[src/rtl/aad_pkg.sv]
// ----------------------------------------------------------------------------
// Adaptive axis deadband package
// Field widths, register indexes and the shared absolute-difference function.
// ----------------------------------------------------------------------------
package aad_pkg;

  localparam int SAMPLE_W   = 16;
  localparam int TIME_W     = 32;
  localparam int SIZE_W     = 15;
  localparam int SETTLE_W   = 16;
  localparam int MOV_W      = 16;
  localparam int CFG_IDX_W  = 1;
  localparam int CFG_DATA_W = 16;

  // Configuration register indexes.
  typedef enum logic [CFG_IDX_W-1:0] {
    CFG_DEADBAND_SIZE   = 1'b0,
    CFG_SETTLE_DURATION = 1'b1
  } cfg_reg_t;

  localparam logic [SETTLE_W-1:0] SETTLE_RESET = 16'd500;

  // Magnitude of a - b for two signed samples; one bit wider than a sample.
  function automatic logic [SAMPLE_W:0] abs_diff(input logic signed [SAMPLE_W-1:0] a,
                                                 input logic signed [SAMPLE_W-1:0] b);
    logic [SAMPLE_W:0] d;
    d = {a[SAMPLE_W-1], a} - {b[SAMPLE_W-1], b};
    return d[SAMPLE_W] ? (~d + 1'b1) : d;
  endfunction

endpackage

[src/rtl/aad_ring.sv]
// ----------------------------------------------------------------------------
// Movement history ring
// Single-port-write, single-port-read memory with a registered read word.
// ----------------------------------------------------------------------------
module aad_ring
  import aad_pkg::*;
#(
  parameter int DEPTH = 8
) (
  input  logic                     clk,
  input  logic                     we,
  input  logic [$clog2(DEPTH)-1:0] wr_addr,
  input  logic [MOV_W-1:0]         wr_data,
  input  logic [$clog2(DEPTH)-1:0] rd_addr,
  output logic [MOV_W-1:0]         rd_data
);

  logic [MOV_W-1:0] mem [DEPTH];

  always_ff @(posedge clk) begin
    if (we) begin
      mem[wr_addr] <= wr_data;
    end
  end

  always_ff @(posedge clk) begin
    rd_data <= mem[rd_addr];
  end

endmodule

[src/rtl/adaptive_axis_deadband_core.sv]
// ----------------------------------------------------------------------------
// Adaptive axis deadband core
// Holds an axis at a stable value once its recent movement settles, and lets
// it go again on a large jump.
// ----------------------------------------------------------------------------
// Latency: a word accepted at one edge shows its result on the next cycle.
// Throughput: one word per cycle while the result side is ready; the running
// movement sum is updated in the accept cycle, with the ring entry it retires
// already waiting in the registered read word of the history memory.
// Reset (synchronous, rst_n low) clears all control state, sets deadband_size
// to 0 and settle_duration to 500; the history memory itself is not cleared.
// ----------------------------------------------------------------------------
module adaptive_axis_deadband_core
  import aad_pkg::*;
#(
  parameter int DEPTH = 8
) (
  input  logic                       clk,
  input  logic                       rst_n,
  // Input channel
  input  logic                       in_valid,
  output logic                       in_ready,
  input  logic signed [SAMPLE_W-1:0] in_sample,
  input  logic [TIME_W-1:0]          in_time_ms,
  // Result channel
  output logic                       out_valid,
  input  logic                       out_ready,
  output logic signed [SAMPLE_W-1:0] out_value,
  output logic                       out_holding,
  // Configuration port
  input  logic                       cfg_we,
  input  logic [CFG_IDX_W-1:0]       cfg_index,
  input  logic [CFG_DATA_W-1:0]      cfg_data
);

  localparam int POS_W  = $clog2(DEPTH);
  localparam int CNT_W  = $clog2(DEPTH + 1);
  localparam int SUM_W  = MOV_W + $clog2(DEPTH);
  localparam int CMP_W  = SUM_W + 1;
  localparam int PROD_W = SETTLE_W + 1 + $clog2(DEPTH) + 1;

  localparam logic [CNT_W-1:0] CNT_FULL = CNT_W'(DEPTH);
  localparam logic [POS_W-1:0] POS_LAST = POS_W'(DEPTH - 1);

  // Configuration registers.
  logic [SIZE_W-1:0]   deadband_size_r;
  logic [SETTLE_W-1:0] settle_duration_r;

  // Tracking state.
  logic                       started_r, started_nxt;
  logic signed [SAMPLE_W-1:0] prev_sampled_r, prev_sampled_nxt;
  logic signed [SAMPLE_W-1:0] held_value_r, held_value_nxt;
  logic [TIME_W-1:0]          prev_time_r, prev_time_nxt;
  logic                       hold_active_r, hold_active_nxt;
  logic                       captured_r, captured_nxt;
  logic [POS_W-1:0]           ring_pos_r, ring_pos_nxt;
  logic [CNT_W-1:0]           ring_count_r, ring_count_nxt;
  logic [SUM_W-1:0]           movement_sum_r, movement_sum_nxt;

  // Output register.
  logic                       out_valid_r, out_valid_nxt;
  logic signed [SAMPLE_W-1:0] out_value_r, out_value_nxt;
  logic                       out_holding_r, out_holding_nxt;

  // History memory.
  logic             ring_we;
  logic [MOV_W-1:0] mv;
  logic [MOV_W-1:0] ring_rd_data;

  logic accept;
  assign in_ready = !out_valid_r || out_ready;
  assign accept   = in_valid && in_ready;

  assign out_valid   = out_valid_r;
  assign out_value   = out_value_r;
  assign out_holding = out_holding_r;

  // The read address follows the next ring position, so the entry that the
  // next recorded movement replaces is always waiting in ring_rd_data. The
  // only write that can hit the address being read is the one made together
  // with a history clear, and then the count is zero and the word is unused.
  aad_ring #(
    .DEPTH(DEPTH)
  ) u_ring (
    .clk    (clk),
    .we     (ring_we),
    .wr_addr(ring_pos_r),
    .wr_data(mv),
    .rd_addr(ring_pos_nxt),
    .rd_data(ring_rd_data)
  );

  // Configuration writes.
  always_ff @(posedge clk) begin
    if (!rst_n) begin
      deadband_size_r   <= '0;
      settle_duration_r <= SETTLE_RESET;
    end else if (cfg_we) begin
      case (cfg_reg_t'(cfg_index))
        CFG_DEADBAND_SIZE:   deadband_size_r   <= cfg_data[SIZE_W-1:0];
        CFG_SETTLE_DURATION: settle_duration_r <= cfg_data[SETTLE_W-1:0];
        default: ;
      endcase
    end
  end

  // Datapath terms computed in parallel from the current state.
  logic [TIME_W-1:0]     elapsed;
  logic [SETTLE_W:0]     elapsed_p1;
  logic [PROD_W-1:0]     elapsed_scaled;
  logic                  tick;
  logic [SAMPLE_W:0]     diff_prev;
  logic [SAMPLE_W:0]     diff_held;
  logic                  ring_full;
  logic [SUM_W-1:0]      sum_base;
  logic [SUM_W-1:0]      sum_tick;
  logic [CNT_W-1:0]      count_tick;
  logic [POS_W-1:0]      pos_tick;
  logic [SIZE_W-3:0]     bound_p1;
  logic [CMP_W-1:0]      sum_limit;
  logic                  settled;

  always_comb begin
    // An interval of floor(settle / DEPTH) ms has elapsed exactly when
    // (elapsed + 1) * DEPTH exceeds settle; any elapsed time of 2^16 ms or
    // more is always past it.
    elapsed        = in_time_ms - prev_time_r;
    elapsed_p1     = {1'b0, elapsed[SETTLE_W-1:0]} + 1'b1;
    elapsed_scaled = PROD_W'(elapsed_p1) * PROD_W'(DEPTH);
    tick           = (|elapsed[TIME_W-1:SETTLE_W])
                     || (elapsed_scaled > PROD_W'(settle_duration_r));

    diff_prev = abs_diff(in_sample, prev_sampled_r);
    diff_held = abs_diff(in_sample, held_value_r);
    mv        = diff_prev[MOV_W-1:0];

    // Running sum: retire the oldest entry once the ring is full.
    ring_full  = (ring_count_r == CNT_FULL);
    sum_base   = ring_full ? (movement_sum_r - SUM_W'(ring_rd_data)) : movement_sum_r;
    sum_tick   = sum_base + SUM_W'(mv);
    count_tick = ring_full ? ring_count_r : (ring_count_r + 1'b1);
    pos_tick   = (ring_pos_r == POS_LAST) ? '0 : (ring_pos_r + 1'b1);

    // floor(sum / DEPTH) <= floor(size / 8) is the same as
    // sum < (floor(size / 8) + 1) * DEPTH.
    bound_p1  = {1'b0, deadband_size_r[SIZE_W-1:3]} + 1'b1;
    sum_limit = CMP_W'(bound_p1) * CMP_W'(DEPTH);
    settled   = {1'b0, sum_tick} < sum_limit;
  end

  // Per-word state update and result.
  logic capture_now;
  logic jump;

  always_comb begin
    started_nxt      = started_r;
    prev_sampled_nxt = prev_sampled_r;
    held_value_nxt   = held_value_r;
    prev_time_nxt    = prev_time_r;
    hold_active_nxt  = hold_active_r;
    captured_nxt     = captured_r;
    ring_pos_nxt     = ring_pos_r;
    ring_count_nxt   = ring_count_r;
    movement_sum_nxt = movement_sum_r;
    ring_we          = 1'b0;
    capture_now      = 1'b0;
    jump             = 1'b0;

    out_valid_nxt   = in_ready ? in_valid : out_valid_r;
    out_value_nxt   = out_value_r;
    out_holding_nxt = out_holding_r;

    if (accept) begin
      out_value_nxt   = in_sample;
      out_holding_nxt = 1'b0;

      if (deadband_size_r == '0) begin
        // Disabled: pass through, state untouched.
      end else if (!started_r) begin
        started_nxt      = 1'b1;
        prev_sampled_nxt = in_sample;
        held_value_nxt   = in_sample;
        prev_time_nxt    = in_time_ms;
        hold_active_nxt  = 1'b0;
        captured_nxt     = 1'b0;
      end else begin
        if (tick) begin
          ring_we          = 1'b1;
          movement_sum_nxt = sum_tick;
          ring_count_nxt   = count_tick;
          ring_pos_nxt     = pos_tick;
          prev_time_nxt    = in_time_ms;
          prev_sampled_nxt = in_sample;
          if (count_tick == CNT_FULL) begin
            if (settled) begin
              if (!captured_r) begin
                held_value_nxt = in_sample;
                captured_nxt   = 1'b1;
                capture_now    = 1'b1;
              end
              hold_active_nxt = 1'b1;
            end else begin
              hold_active_nxt = 1'b0;
              captured_nxt    = 1'b0;
            end
          end
        end

        // A fresh capture equals the sample, so it can never be a jump.
        jump = hold_active_nxt && !capture_now
               && (diff_held > (SAMPLE_W + 1)'(deadband_size_r));

        if (jump) begin
          hold_active_nxt  = 1'b0;
          captured_nxt     = 1'b0;
          held_value_nxt   = in_sample;
          ring_count_nxt   = '0;
          ring_pos_nxt     = '0;
          movement_sum_nxt = '0;
        end else if (hold_active_nxt) begin
          out_value_nxt   = held_value_nxt;
          out_holding_nxt = 1'b1;
        end
      end
    end
  end

  always_ff @(posedge clk) begin
    if (!rst_n) begin
      started_r      <= 1'b0;
      prev_sampled_r <= '0;
      held_value_r   <= '0;
      prev_time_r    <= '0;
      hold_active_r  <= 1'b0;
      captured_r     <= 1'b0;
      ring_pos_r     <= '0;
      ring_count_r   <= '0;
      movement_sum_r <= '0;
      out_valid_r    <= 1'b0;
    end else begin
      started_r      <= started_nxt;
      prev_sampled_r <= prev_sampled_nxt;
      held_value_r   <= held_value_nxt;
      prev_time_r    <= prev_time_nxt;
      hold_active_r  <= hold_active_nxt;
      captured_r     <= captured_nxt;
      ring_pos_r     <= ring_pos_nxt;
      ring_count_r   <= ring_count_nxt;
      movement_sum_r <= movement_sum_nxt;
      out_valid_r    <= out_valid_nxt;
    end
  end

  always_ff @(posedge clk) begin
    out_value_r   <= out_value_nxt;
    out_holding_r <= out_holding_nxt;
  end

  // The fill count never passes the ring depth.
  a_count_bound: assert property (@(posedge clk) disable iff (!rst_n)
    ring_count_r <= CNT_FULL)
    else $error("ring count exceeds history depth");

  // An empty history always has a zero running sum.
  a_empty_sum: assert property (@(posedge clk) disable iff (!rst_n)
    (ring_count_r == '0) |-> (movement_sum_r == '0))
    else $error("running sum nonzero with empty history");

  // An armed hold always has a captured value, and needs a started tracker.
  a_hold_captured: assert property (@(posedge clk) disable iff (!rst_n)
    hold_active_r |-> (captured_r && started_r))
    else $error("hold armed without a captured value");

  // A holding word on the output reflects the armed hold.
  a_out_hold: assert property (@(posedge clk) disable iff (!rst_n)
    (out_valid_r && out_holding_r) |-> hold_active_r)
    else $error("holding word while hold is not armed");

endmodule

[config.mk]
export PLATFORM = sky130hd
export DESIGN_NAME = adaptive_axis_deadband_core
export DESIGN_NICKNAME = d
export VERILOG_FILES = /design/src/rtl/aad_pkg.sv /design/src/rtl/aad_ring.sv /design/src/rtl/adaptive_axis_deadband_core.sv
export SDC_FILE = /design/constraint.sdc
export NUM_CORES = 1
export LEC_CHECK = 0
export ABC_AREA = 1
export BUFFER_PORTS_ARGS = -buffer_cell sky130_fd_sc_hd__buf_2
export CAP_MARGIN = 20
export CORE_ASPECT_RATIO = 0.6
export CORE_UTILIZATION = 57
export CTS_CLUSTER_SIZE = 30
export DETAILED_ROUTE_END_ITERATION = 8
export HOLD_SLACK_MARGIN = 0.15
export PLACE_DENSITY = 0.78
export SETUP_SLACK_MARGIN = 0.05
export SLEW_MARGIN = 20
export SYNTH_ARGS = -nofsm -noshare
export SYNTH_HDL_FRONTEND = slang
export SYNTH_HIERARCHICAL = 1
export SYNTH_SLANG_ARGS = --single-unit
[constraint.sdc]
create_clock -name clk -period 7.3 [get_ports clk]
set_clock_uncertainty 0.05 [all_clocks]
set_input_delay 0.73 -clock clk [delete_from_list [all_inputs] [get_ports clk]]
set_output_delay 0.73 -clock clk [all_outputs]
set_load 0.05 [all_outputs]
==> flow_metrics.env, run 1 <==
export IMPL_crit_cells=49
export IMPL_die_height_um=146.1
export IMPL_cts_sinks=286
export IMPL_relSlewSlack_pct=33.94
export IMPL_min_delay_path_depth=3
export IMPL_synthXorXnorAreaFrac_pct=3.945
export IMPL_synth_seq_cells=286
export IMPL_cts_resized=0
export IMPL_grt_pass1_wl_um=93360
export IMPL_clockBufferDepth=3
export IMPL_power_per_cell_area_nw_per_um2=260.7
export IMPL_worstRegToRegCells=49
export IMPL_antennaDiodeCount=0
export IMPL_slowest_stage="fa_1"
export IMPL_drv_slew=0
export IMPL_min_from="cfg_data[2]"
export IMPL_vias=18794
export IMPL_path_delay_family="simple AND/OR/NAND/NOR gates"
export IMPL_avgSynthCellArea_sq_um=7.197
export IMPL_netSwitchingPower_mw=2.194
export IMPL_track_usage_pct=33.51
export IMPL_initial_utilization_pct=58.20
export IMPL_cts_hold_fix_buffers=0
export IMPL_critPathArrivalTime_ns=7.25
export IMPL_die_area_sq_um=35380
export IMPL_grt_max_degree=65
export IMPL_routabilityCongestion=0.9873
export IMPL_syn_inst=2741
export IMPL_num_io_pins=89
export IMPL_grt_pass1_vias=16935
export IMPL_crit_buf_inv=7
export IMPL_drt_iter0_markers=2133
export IMPL_critical_path_max_stage_delay_ns=0.40
export IMPL_rows=52
export IMPL_dp_slack_ns=-0.3578
export IMPL_fillers=2973
export IMPL_dr_pass1_iters=6
export IMPL_yosys_cell_types_count=55
export IMPL_path_max_fanout=32
export IMPL_async_reset_ff_share_pct=0
export IMPL_power_frac_clock_pct=28.5
export IMPL_cap_violations=0
export IMPL_swShare_pct=38.52
export IMPL_wl_per_cell_um=18.18
export IMPL_synth_fp_nets=2959
export IMPL_dp_cells=3259
export IMPL_drc=0
export IMPL_startpoint="prev_sampled_r[0]$_SDFFE_PN0P_"
export IMPL_yosysTopAreaCellShare_pct=22.07
export IMPL_synth_mux_area_share_pct=0.1142
export IMPL_yosys_warnings=6
export IMPL_synthAdderAreaFrac_pct=9.577
export IMPL_fmax_mhz=146.8
export IMPL_peakVddDrop_mv=0.2597
export IMPL_netlist_area_sq_um=19730
export IMPL_crit_path_frequent_cell="nand2_1"
export IMPL_synth_edff_count=145
export IMPL_min_path_type="input pin to flip-flop"
export IMPL_post_cts_buffers=0
export IMPL_via_per_inst=5.671
export IMPL_clk_latency_ns=0.59
export IMPL_setup_slack_ns=0.4879
export IMPL_stdcell_count=3314
export IMPL_clk_pin_slew_ns=0.07
export IMPL_rr_startpoint="prev_sampled_r[0]$_SDFFE_PN0P_"
export IMPL_critPathLaunchType="flip-flop"
export IMPL_grt_overflow=0
export IMPL_synth_largest_area_cell="edfxtp_1"
export IMPL_hold_violations=0
export IMPL_path_class="flip-flop to flip-flop"
export IMPL_p_int_mw=3.501
export IMPL_combPwrFrac_pct=38.0
export IMPL_post_dp_hpwl_um=45100
export IMPL_layout_nets=3050
export IMPL_grt_antenna_before_repair=0
export IMPL_cts_root_buf="clkbuf_16"
export IMPL_synth_compound_area_share_pct=11.99
export IMPL_routed_wl_um=60240
export IMPL_drive_above_1_share_pct=9.492
export IMPL_synth_seq_area_share_pct=36.38
export IMPL_p_seq_share_pct=33.5
export IMPL_cts_made_buffers=29
export IMPL_die_w_um=242.2
export IMPL_end_kind="flip-flop"
export IMPL_synth_top_family_by_area="simple AND/OR/NAND/NOR gates"
export IMPL_worst_ep_required_time_ns=7.73
export IMPL_period_minus_slack_ns=6.812
export IMPL_setup_violations=0
export IMPL_portBuffers=88
export IMPL_core_area_sq_um=33900
export IMPL_area_delta_synth_final_pct=10.74
export IMPL_drtAntennaViolNets=0
export IMPL_yosys_area_share_simple_pct=27.22
export IMPL_fin_crit_sh_pct=93.32
export IMPL_leakage_nw=10.49
export IMPL_status="complete, no violations"
export IMPL_synth_main_ff_cell="edfxtp_1"
export IMPL_yosys_top_cells_area="edfxtp_1 (22%), dfxtp_1 (14%), nand2_1 (13%)"
export IMPL_worst_slew_pin_slew_ns=0.9898
export IMPL_cts_tree="done"
export IMPL_rsz0062_at_grt="false"
export IMPL_cts_max_level=1
layer usage:
layer	GRT usage, %	vias to the layer above	part of all wire (%)	wire length [um]
li1	-	9114	-	-
met1	52.87	8586	47	28150
met2	46.24	983	39	23280
met3	5.938	111	12	7318
met4	8.987	0	2.5	1496
met5	0	-	0	0
path summary, 6_finish.rpt:
kind,end,slack (ns)
setup / recovery,u_ring/rd_data[6]$_DFF_P_,0.49
hold / removal,settle_duration_r[2]$_SDFFE_PN1P_,0.32
setup reg to reg,u_ring/rd_data[6]$_DFF_P_,0.49
hold reg to reg,prev_time_r[10]$_SDFFE_PN0P_,0.41
synth_stat cells, types with 6 or more instances:
| cell type | instances |
|---|---|
| nand2_2 | 20 |
| nand4_1 | 52 |
| nand2_1 | 705 |
| buf_6 | 9 |
| nor3_1 | 14 |
| buf_4 | 8 |
| a21oi_1 | 236 |
| nor2_2 | 14 |
| inv_1 | 452 |
| nor2_1 | 163 |
| nand3_1 | 238 |
| a31oi_1 | 6 |
| edfxtp_1 | 145 |
| o21ai_0 | 146 |
| or2_2 | 10 |
| ha_1 | 143 |
| buf_2 | 19 |
| xnor2_1 | 25 |
| a21oi_2 | 15 |
| xor2_1 | 62 |
| dfxtp_1 | 141 |
| clkbuf_1 | 40 |
| o211ai_1 | 13 |
| nand3b_1 | 8 |
power by group through the flow:
stage / logic, mW / clock network (mW) / registers [mW]
detailed placement: 2.07 / 0 / 1.94
CTS: 2.08 / 1.63 / 1.91
finish: 2.16 / 1.62 / 1.91
global route: 2.38 / 1.70 / 1.92
floorplan: 1.45 / 0 / 1.95
global placement: 2.01 / 0 / 1.94
kinds of logic (layout without fill, tap and decap cells):
kind of cell / Yosys count / count (layout)
simple gates: 1243 / 1243
compound gates: 440 / 440
fa+ha+maj: 148 / 148
buf+inv: 534 / 648
mux: 2 / 2
flops: 286 / 286
xor+xnor: 88 / 88
final cells by class:
class                           count  area, sq um  area share, %
Inverter                          456         1712          7.835
Multi-Input combinational cell   1921        10460          47.88
Sequential cell                   286         7177          32.85
Clock inverter                     15        187.7         0.8591
Clock buffer                       39        844.6          3.866
Timing Repair Buffer              138        890.9          4.078
Tap cell                          459        574.3          2.629
registers in the layout, indices dropped and copies added (netlist names), 4 cells and up:
register           cells
u_ring/rd_data        16
out_value             16
settle_duration_r     16
u_ring/mem           128
prev_time_r           32
ring_count_r           4
movement_sum_r        19
deadband_size_r       15
prev_sampled_r        16
held_value_r          16
stage by stage:
| step | setup TNS [ns] | utilization [%] | hold WS [ns] | area, sq um | power, mW |
|---|---|---|---|---|---|
| 2_1_floorplan | 0 | - | 0.3831 | 19730 | 3.396 |
| 3_3_place_gp | -6.566 | 61.22 | 0.3923 | 20750 | 3.955 |
| 3_5_place_dp | -13.57 | 61.22 | 0.4028 | 20750 | 4.012 |
| 4_1_cts | 0 | 64.26 | 0.3163 | 21780 | 5.627 |
| 5_1_grt | 0 | 64.45 | 0.3386 | 21850 | 5.997 |
| 6_report | 0 | 64.45 | 0.3206 | 21850 | 5.695 |
tightest hold or removal path: cells and delay by family:
kind | cells | cell delay, ns
AND/OR/NAND/NOR | 2 | 0.11
buffers and inverters | 1 | 0.09
cells in the final DEF, fill, tap and decap left out, types with 43 or more instances in the layout:
cell type,count
nand3_1,238
ha_1,143
buf_2,88
nor2_1,163
dfxtp_1,141
xor2_1,60
buf_4,43
nand2_1,703
o21ai_0,144
nand4_1,52
edfxtp_1,145
inv_1,452
a21oi_1,236
Note: power is estimated with default switching activity, not from simulation.
==> run 2: changes to the inputs <==
- CORE_UTILIZATION: 57 -> 40
- PLACE_DENSITY: 0.78 -> unset
==> flow_metrics.env, run 2 (synthesized netlist as in run 1, its figures left out) <==
export IMPL_status="complete, no violations"
export IMPL_routabilityCongestion=0.9572
export IMPL_min_from="cfg_data[2]"
export IMPL_worst_ep_required_time_ns=7.76
export IMPL_portBuffers=88
export IMPL_largest_reg_flops=128
export IMPL_num_io_pins=89
export IMPL_worst_slew_pin_slew_ns=1.080
export IMPL_worstRegToRegCells=43
export IMPL_fin_crit_sh_pct=92.78
export IMPL_largest_registers="u_ring/mem (128), prev_time_r (32), movement_sum_r (19)"
export IMPL_post_dp_hpwl_um=45690
export IMPL_clk_pin_slew_ns=0.06
export IMPL_route_met3_wl_um=6178
export IMPL_die_height_um=174.0
export IMPL_routed_wl_um=61700
export IMPL_top_register="u_ring/mem"
export IMPL_min_path_type="input pin to flip-flop"
export IMPL_power_per_cell_area_nw_per_um2=262.2
export IMPL_drtAntennaViolNets=0
export IMPL_cap_violations=0
export IMPL_leakage_nw=10.57
export IMPL_slowest_stage="nor2_2"
export IMPL_end_kind="flip-flop"
export IMPL_dr_pass1_iters=5
export IMPL_stdcell_count=3508
export IMPL_final_common_cell="nand2_1"
export IMPL_min_delay_path_depth=3
export IMPL_via_per_inst=5.233
export IMPL_path_class="input pin to flip-flop"
export IMPL_antennaDiodeCount=0
export IMPL_grt_pass1_vias=16511
export IMPL_initial_utilization_pct=40.89
export IMPL_cts_max_level=1
export IMPL_grt_max_degree=83
export IMPL_rsz0062_at_grt="true"
export IMPL_vias=18356
export IMPL_clockBufferDepth=3
export IMPL_track_usage_pct=24.12
export IMPL_r2r_slack_ns=0.55
export IMPL_clk_latency_ns=0.58
export IMPL_drive_above_1_share_pct=9.937
export IMPL_die_w_um=288.7
export IMPL_cts_sinks=286
export IMPL_cts_made_buffers=31
export IMPL_fmax_mhz=147.6
export IMPL_met2WireLength_um=22010
export IMPL_rr_startpoint="prev_sampled_r[0]$_SDFFE_PN0P_"
export IMPL_dp_cells=3448
export IMPL_peakVddDrop_mv=0.2025
export IMPL_drv_slew=0
export IMPL_drt_met1_wl_um=32630
export IMPL_area_delta_synth_final_pct=12.89
export IMPL_mostFrequentLayoutCells="nand2_1 (702), inv_1 (450), nand3_1 (238)"
export IMPL_cts_root_buf="clkbuf_16"
export IMPL_drc=0
export IMPL_grt_overflow=0
export IMPL_hold_violations=0
export IMPL_setup_violations=0
export IMPL_core_area_sq_um=48250
export IMPL_die_area_sq_um=50240
export IMPL_whs_endpoint="settle_duration_r[2]$_SDFFE_PN1P_"
export IMPL_rows=62
export IMPL_wl_per_cell_um=17.59
export IMPL_crit_path_frequent_cell="nand2_1"
export IMPL_layout_nets=3063
export IMPL_grt_antenna_before_repair=1
export IMPL_critPathArrivalTime_ns=7.23
export IMPL_routed_top_layer="met4"
export IMPL_fillers=4872
export IMPL_critPathLaunchType="input pin"
export IMPL_worst_r2r_endpoint="ring_count_r[3]$_SDFFE_PN0P_"
export IMPL_drt_iter0_markers=1931
export IMPL_grt_pass1_wl_um=94470
export IMPL_period_minus_slack_ns=6.773
export IMPL_critical_path_max_stage_delay_ns=0.79
export IMPL_cts_tree="done"
export IMPL_relSlewSlack_pct=27.34
export IMPL_setup_tns_ns=0
export IMPL_path_max_fanout=22
==> run 2: through the flow <==
stage	worst slack (ns)	hold WS (ns)	total power, mW	area (sq um)	util [%]
final	0.5271	0.3448	5.839	22270	46.16
after detailed placement	-0.2830	0.4030	4.077	21060	43.65
after floorplan	0.2668	0.3831	3.396	19730	-
after global placement	-0.004041	0.3946	4.035	21060	43.65
after CTS	0.3071	0.3393	5.786	22130	45.86
after global routing	-0.01176	0.3538	6.185	22270	46.16
==> run 2: worst max-delay path, delay by kind of cell <==
family | cells | cell delay [ns]
AOI/OAI and AO/OA | 10 | 1.50
buffers and inverters | 6 | 0.48
adders and majority gates | 4 | 1.18
xor gates and xnor gates | 2 | 0.56
and+or+nand+nor | 23 | 2.77
==> run 2: worst max path at each step <==
stage	from	endpoint	cells past startpoint
4_1_cts	in_sample[0]	ring_count_r[3]$_SDFFE_PN0P_	43
5_1_grt	in_sample[0]	ring_count_r[3]$_SDFFE_PN0P_	45
6_report	in_sample[0]	ring_count_r[3]$_SDFFE_PN0P_	45
3_5_place_dp	in_sample[0]	ring_count_r[3]$_SDFFE_PN0P_	39
2_1_floorplan	in_sample[0]	u_ring/rd_data[13]$_DFF_P_	50
3_3_place_gp	in_sample[0]	u_ring/rd_data[15]$_DFF_P_	45
==> run 2: layer usage <==
metal  global-route usage, %  up-vias
li1                        -     9149
met1                   40.22     8400
met2                   30.51      745
met3                   5.656       62
met4                   3.640        0
met5                       0        -
==> run 2: power by group <==
group	leakage [nW]	internal, mW	total, mW	switching [mW]
clock	0.516	0.990	1.70	0.708
sequential	2.48	1.87	1.92	0.0502
combinational	7.57	0.734	2.22	1.49
total	10.6	3.59	5.84	2.25
==> run 2: area by class of cell <==
type                    instances  area (sq um)  share of cell area (%)
inverters                     456          1714                   7.697
multi-input cells            1921         10490                   47.08
clock inverters                22         277.8                   1.247
flip-flops and latches        286          7177                   32.22
well taps                     640         800.8                   3.595
clock buffers                  34         787.0                   3.534
repair buffers                149          1030                   4.624
==> run 2: what timing repair did <==
item	4_1_cts	5_1_grt
setup endpoints to repair	0	74
gates resized for setup	0	13
hold buffers	0	0
setup buffers	0	1
